[src/hw/rtl/mseu_pkg.sv]
// Shared types, opcodes and status codes for the MIPS subset execute unit.
package mseu_pkg;

  localparam logic [1:0] ST_OK     = 2'd0;
  localparam logic [1:0] ST_DIVZ   = 2'd1;
  localparam logic [1:0] ST_REFUSE = 2'd2;
  localparam logic [1:0] ST_UNK    = 2'd3;

  localparam logic [5:0] OP_SPECIAL = 6'h00;
  localparam logic [5:0] OP_J       = 6'h02;
  localparam logic [5:0] OP_JAL     = 6'h03;
  localparam logic [5:0] OP_BEQ     = 6'h04;
  localparam logic [5:0] OP_BNE     = 6'h05;
  localparam logic [5:0] OP_BLEZ    = 6'h06;
  localparam logic [5:0] OP_BGTZ    = 6'h07;
  localparam logic [5:0] OP_ADDI    = 6'h08;
  localparam logic [5:0] OP_LUI     = 6'h0f;
  localparam logic [5:0] OP_LW      = 6'h23;
  localparam logic [5:0] OP_SW      = 6'h2b;

  localparam logic [5:0] FN_SLL  = 6'h00;
  localparam logic [5:0] FN_SRL  = 6'h02;
  localparam logic [5:0] FN_JR   = 6'h08;
  localparam logic [5:0] FN_MFHI = 6'h10;
  localparam logic [5:0] FN_MFLO = 6'h12;
  localparam logic [5:0] FN_MULT = 6'h18;
  localparam logic [5:0] FN_DIV  = 6'h1a;
  localparam logic [5:0] FN_ADD  = 6'h20;
  localparam logic [5:0] FN_SUB  = 6'h22;
  localparam logic [5:0] FN_AND  = 6'h24;
  localparam logic [5:0] FN_OR   = 6'h25;
  localparam logic [5:0] FN_XOR  = 6'h26;
  localparam logic [5:0] FN_SLT  = 6'h2a;

  localparam logic [4:0]  LINK_REG   = 5'd31;
  localparam logic [31:0] ALIGN_MASK = 32'hfffffffc;

  typedef struct packed {
    logic [1:0]  status;
    logic [31:0] next_pc;
    logic        reg_written;
    logic [4:0]  reg_index;
    logic [31:0] reg_value;
    logic [31:0] hi_value;
    logic [31:0] lo_value;
    logic        mem_written;
    logic [31:0] mem_address;
    logic [31:0] mem_data;
  } result_t;

  typedef struct packed {
    logic        start;
    logic [31:0] dividend;
    logic [31:0] divisor;
  } div_req_t;

  typedef struct packed {
    logic        done;
    logic [31:0] quot;
    logic [31:0] rem;
  } div_rsp_t;

endpackage

[src/hw/rtl/mseu_div.sv]
// Iterative signed divider, one quotient bit per cycle.
module mseu_div (
  input  logic               clk,
  input  logic               rst_n,
  input  mseu_pkg::div_req_t req,
  output mseu_pkg::div_rsp_t rsp
);
  logic [31:0] q_r, q_nxt, d_r, d_nxt;
  logic [32:0] r_r, r_nxt;
  logic [5:0]  cnt_r, cnt_nxt;
  logic        busy_r, busy_nxt, na_r, na_nxt, nq_r, nq_nxt, done_r, done_nxt;
  logic [32:0] trial;
  logic [32:0] sh;

  always_comb begin
    q_nxt = q_r; d_nxt = d_r; r_nxt = r_r; cnt_nxt = cnt_r;
    busy_nxt = busy_r; na_nxt = na_r; nq_nxt = nq_r; done_nxt = 1'b0;
    sh = {r_r[31:0], q_r[31]};
    trial = sh - {1'b0, d_r};
    if (req.start) begin
      na_nxt = req.dividend[31];
      nq_nxt = req.dividend[31] ^ req.divisor[31];
      q_nxt = req.dividend[31] ? (32'd0 - req.dividend) : req.dividend;
      d_nxt = req.divisor[31] ? (32'd0 - req.divisor) : req.divisor;
      r_nxt = '0;
      cnt_nxt = 6'd32;
      busy_nxt = 1'b1;
    end else if (busy_r) begin
      if (!trial[32]) begin
        r_nxt = trial;
        q_nxt = {q_r[30:0], 1'b1};
      end else begin
        r_nxt = sh;
        q_nxt = {q_r[30:0], 1'b0};
      end
      cnt_nxt = cnt_r - 6'd1;
      if (cnt_r == 6'd1) begin
        busy_nxt = 1'b0;
        done_nxt = 1'b1;
      end
    end
  end

  always_ff @(posedge clk) begin
    if (!rst_n) begin
      busy_r <= 1'b0;
      done_r <= 1'b0;
      cnt_r  <= '0;
    end else begin
      busy_r <= busy_nxt;
      done_r <= done_nxt;
      cnt_r  <= cnt_nxt;
    end
    q_r <= q_nxt; d_r <= d_nxt; r_r <= r_nxt; na_r <= na_nxt; nq_r <= nq_nxt;
  end

  assign rsp.done = done_r;
  assign rsp.quot = nq_r ? (32'd0 - q_r) : q_r;
  assign rsp.rem  = na_r ? (32'd0 - r_r[31:0]) : r_r[31:0];
endmodule

[config.mk]
export PLATFORM = sky130hd
export DESIGN_NAME = mseu_div
export DESIGN_NICKNAME = d
export VERILOG_FILES = /design/src/hw/rtl/mseu_pkg.sv /design/src/hw/rtl/mseu_div.sv
export SDC_FILE = /design/constraint.sdc
export NUM_CORES = 1
export LEC_CHECK = 0
export BUFFER_PORTS_ARGS = -buffer_cell sky130_fd_sc_hd__buf_2
export CAP_MARGIN = 20
export CORE_MARGIN = 5
export CORE_UTILIZATION = 50
export DETAILED_ROUTE_END_ITERATION = 10
export PLACE_DENSITY = 0.78
export SETUP_SLACK_MARGIN = 0.3
export SYNTH_ARGS = -nofsm -noshare
export SYNTH_HDL_FRONTEND = slang
export SYNTH_SLANG_ARGS = --single-unit
[constraint.sdc]
create_clock -name clk -period 11.4 [get_ports clk]
set_input_delay 1.71 -clock clk [delete_from_list [all_inputs] [get_ports clk]]
set_output_delay 1.71 -clock clk [all_outputs]
set_load 0.02 [all_outputs]
==> metrics.csv <==
metric;value;unit
initial core utilization;51.2;%
Final HPWL DP;15700;um
Top cell by count, worst path;or3_1;
Final Hold Fails;0;
crit path cell chain;or4_1 > or4_1 > or2_2 > or3_1 > or3_1 > or3_1 > o31ai_2 > nand2_1 > xor2_1 > buf_2;
# rows;47;
Synth area leaders;edfxtp_1, xnor2_1, dfxtp_1;
vias in the first global route;7183;
GP Congestion;0.915;
NumNets Final;1220;
Post-CTS Repair Setup Buffers;0;
DIE AREA;19800;um^2
final setup TNS;0;ns
Compound-Gate Fraction of Synth Area;21.9;%
Final Max Slew Viols;0;
CTS tree;built;
Max stage delay on crit path;0.55;ns
status;complete, no violations;
Finished Core Util;57.7;%
final setup fails;0;
layout cells sized above 1;15.5;%
worst-margin pin slew;1.06;ns
sequential fraction of design power;37.1;%
first-pass iteration count of the detailed router;5;
pin count of the biggest net entering global routing;99;
clock sink total;106;
Syn Inst Count;1021;
critical path class;reg2out;
Clock Tree Buf Depth;2;
XOR/XNOR Fraction of Synth Area;14.8;%
Switching Fraction;39.6;%
die width;141;um
Synth Area in Simple Gates;19.3;%
1st-iter DRT viols;570;
Leak;3.84;nW
fin crit period;5.88;ns
Slowest-stage cell, CP;or4_1;
worst hold path class;reg2reg;
Synth Net Count;1127;
Layout area overhead;12.8;%
CP endpoint kind;primary output;
I/O Buffers;131;
Total Routed Length;21200;um
CP Max Fanout;5;
CP Launch Type;flip-flop;
PostCTS Resize Cnt;0;
worst path arrival time;4.17;ns
Synth Area in Adders;5.81;%
number of synthesized flops with an enable pin;66;
Seq cells post-synth;106;
Hold-fix buffers, CTS;0;
relative slew slack;29.4;%
Ys Warns;0;
detailed-route via count;7764;
H-tree level count;3;
Pwr Total;1.36;mW
Power Dens Cells;142;nW/um^2
post-route DRC violation count;0;
Mapped Area;8520;um^2
register area share after synthesis;32.7;%
root buffer cell;clkbuf_16;
Clk Latency, worst-skew pair;0.37;ns
worst path required time;9.69;ns
ys async rst share;0;%
Logic pwr share;39.5;%
Core Area;16600;um^2
FMAX;170;MHz
Synth cell types;60;
Congestion Overflow GR;0;
Top FF cell, synth;edfxtp_1;
initial antenna violation count;0;
Clock Pin Slew Worst Setup and Hold Paths;0.08;ns
Synth area leader;edfxtp_1;
GRT Overall Usage;21.0;%
Pint;0.821;mW
die height;141;um
post-DR vias/cell;5.80;
max cap viols;0;
Post-DRT Antenna Nets;0;
drt wl/cell;15.9;um
Max IR drop VDD;0.0835;mV
period utilization;51.5;%
first-pass GRT wire length;34800;um
num ports;132;
Fin Clk Skew;0.0121;ns
Psw;0.539;mW
Syn Area/Cell;8.35;um^2
clock share of power;23.4;%
RSZ-0062 raised after global routing;no;
antenna cells;0;
post-synthesis mux area share;0.602;%
share of the synthesized area in the top cell type;23.3;%
CTS buffer count;9;
largest family of logic cells by synthesized area;compound AO/OA/AOI/OAI gates;
power by group through the flow:
stage / Combinational (mW) / Sequential [mW] / Clock, mW
floorplan: 0.391 / 0.492 / 0
global placement: 0.520 / 0.509 / 0
detailed placement: 0.528 / 0.512 / 0
CTS: 0.531 / 0.503 / 0.325
global route: 0.592 / 0.510 / 0.339
finish: 0.537 / 0.504 / 0.318
area by class of cell:
| type | instances | area, um^2 |
|---|---|---|
| clock buffers | 9 | 225 |
| clock inverters | 7 | 78.8 |
| fillers | 1455 | 7030 |
| inverters | 55 | 206 |
| multi-input cells | 806 | 5320 |
| flip-flops and latches | 106 | 2780 |
| well taps | 220 | 275 |
| repair buffers | 136 | 716 |
Yosys cell counts (6+ instances only):
| library cell | instances |
|---|---|
| nand2_1 | 117 |
| xnor2_1 | 106 |
| nor2_1 | 84 |
| a21oi_1 | 70 |
| edfxtp_1 | 66 |
| o21ai_0 | 66 |
| inv_1 | 55 |
| clkbuf_1 | 44 |
| dfxtp_1 | 40 |
| ha_1 | 38 |
| xor2_1 | 38 |
| o31ai_1 | 33 |
| a311oi_1 | 23 |
| or3_1 | 22 |
| nor3_1 | 19 |
| nand2b_1 | 17 |
| or4_1 | 16 |
| nand3_1 | 15 |
| o41ai_1 | 15 |
| a21o_1 | 11 |
| a31oi_1 | 9 |
| o21a_1 | 9 |
| a211oi_1 | 7 |
| buf_1 | 7 |
| nor4_1 | 7 |
| o211ai_1 | 7 |
| and2_1 | 6 |
| and3_1 | 6 |
| nand3b_1 | 6 |
| or2_2 | 6 |
cells in the final DEF, fill, tap and decap left out, types with 23 or more instances in the layout:
master      n
xor2_1     38
inv_1      55
a311oi_1   23
o31ai_1    33
nand2_1   117
o21ai_0    66
xnor2_1   106
dfxtp_1    39
buf_2     130
edfxtp_1   66
ha_1       38
a21oi_1    70
nor2_1     84
cell families (layout without fill, tap and decap cells):
kind of cell | after synthesis | after routing
AO/OA/AOI/OAI | 280 | 280
XOR/XNOR | 144 | 144
adder cells (fa/ha/maj) | 39 | 39
buffers and inverters | 109 | 207
flip-flops | 106 | 106
multiplexers | 5 | 5
AND/OR/NAND/NOR | 338 | 338
path summary, 6_finish.rpt:
path | startpoint | end | slack [ns] | cells past startpoint
max | q_r[0] | rsp[61] | 5.52 | 10
min | cnt_r[1] | cnt_r[1] | 0.50 | 2
max reg2reg | q_r[31] | r_r[20] | 7.41 | 13
min reg2reg | cnt_r[1] | cnt_r[1] | 0.50 | 2
critical path, delay by kind of cell, from the launching register on:
kind	cells	cell delay, ns
simple gates	7	2.60
flops	1	0.46
compound gates	1	0.32
xor+xnor	1	0.22
buf+inv	1	0.21
through the flow:
step / instance area [um^2] / hold slack (ns) / setup WS, ns / instances
floorplan: 8520 / 0.463 / 6.24 / 1021
global placement: 9280 / 0.474 / 6.00 / 1322
detailed placement: 9280 / 0.483 / 5.95 / 1322
CTS: 9580 / 0.498 / 5.54 / 1338
global route: 9610 / 0.519 / 5.34 / 1339
finish: 9610 / 0.499 / 5.52 / 1339
layer usage:
layer	up-vias	track usage, %	wire length, um
li1	3884	-	-
met1	3576	28.8	9620
met2	284	34.8	9840
met3	20	3.51	1530
met4	0	4.95	246
met5	-	0	0
sequential cells by signal, summed over array words and instances, names as in the netlist:
name / cells
nq_r: 1
d_r: 32
done_r: 1
busy_r: 1
r_r: 32
q_r: 32
cnt_r: 6
na_r: 1
Note: power is estimated with default switching activity, not from simulation.
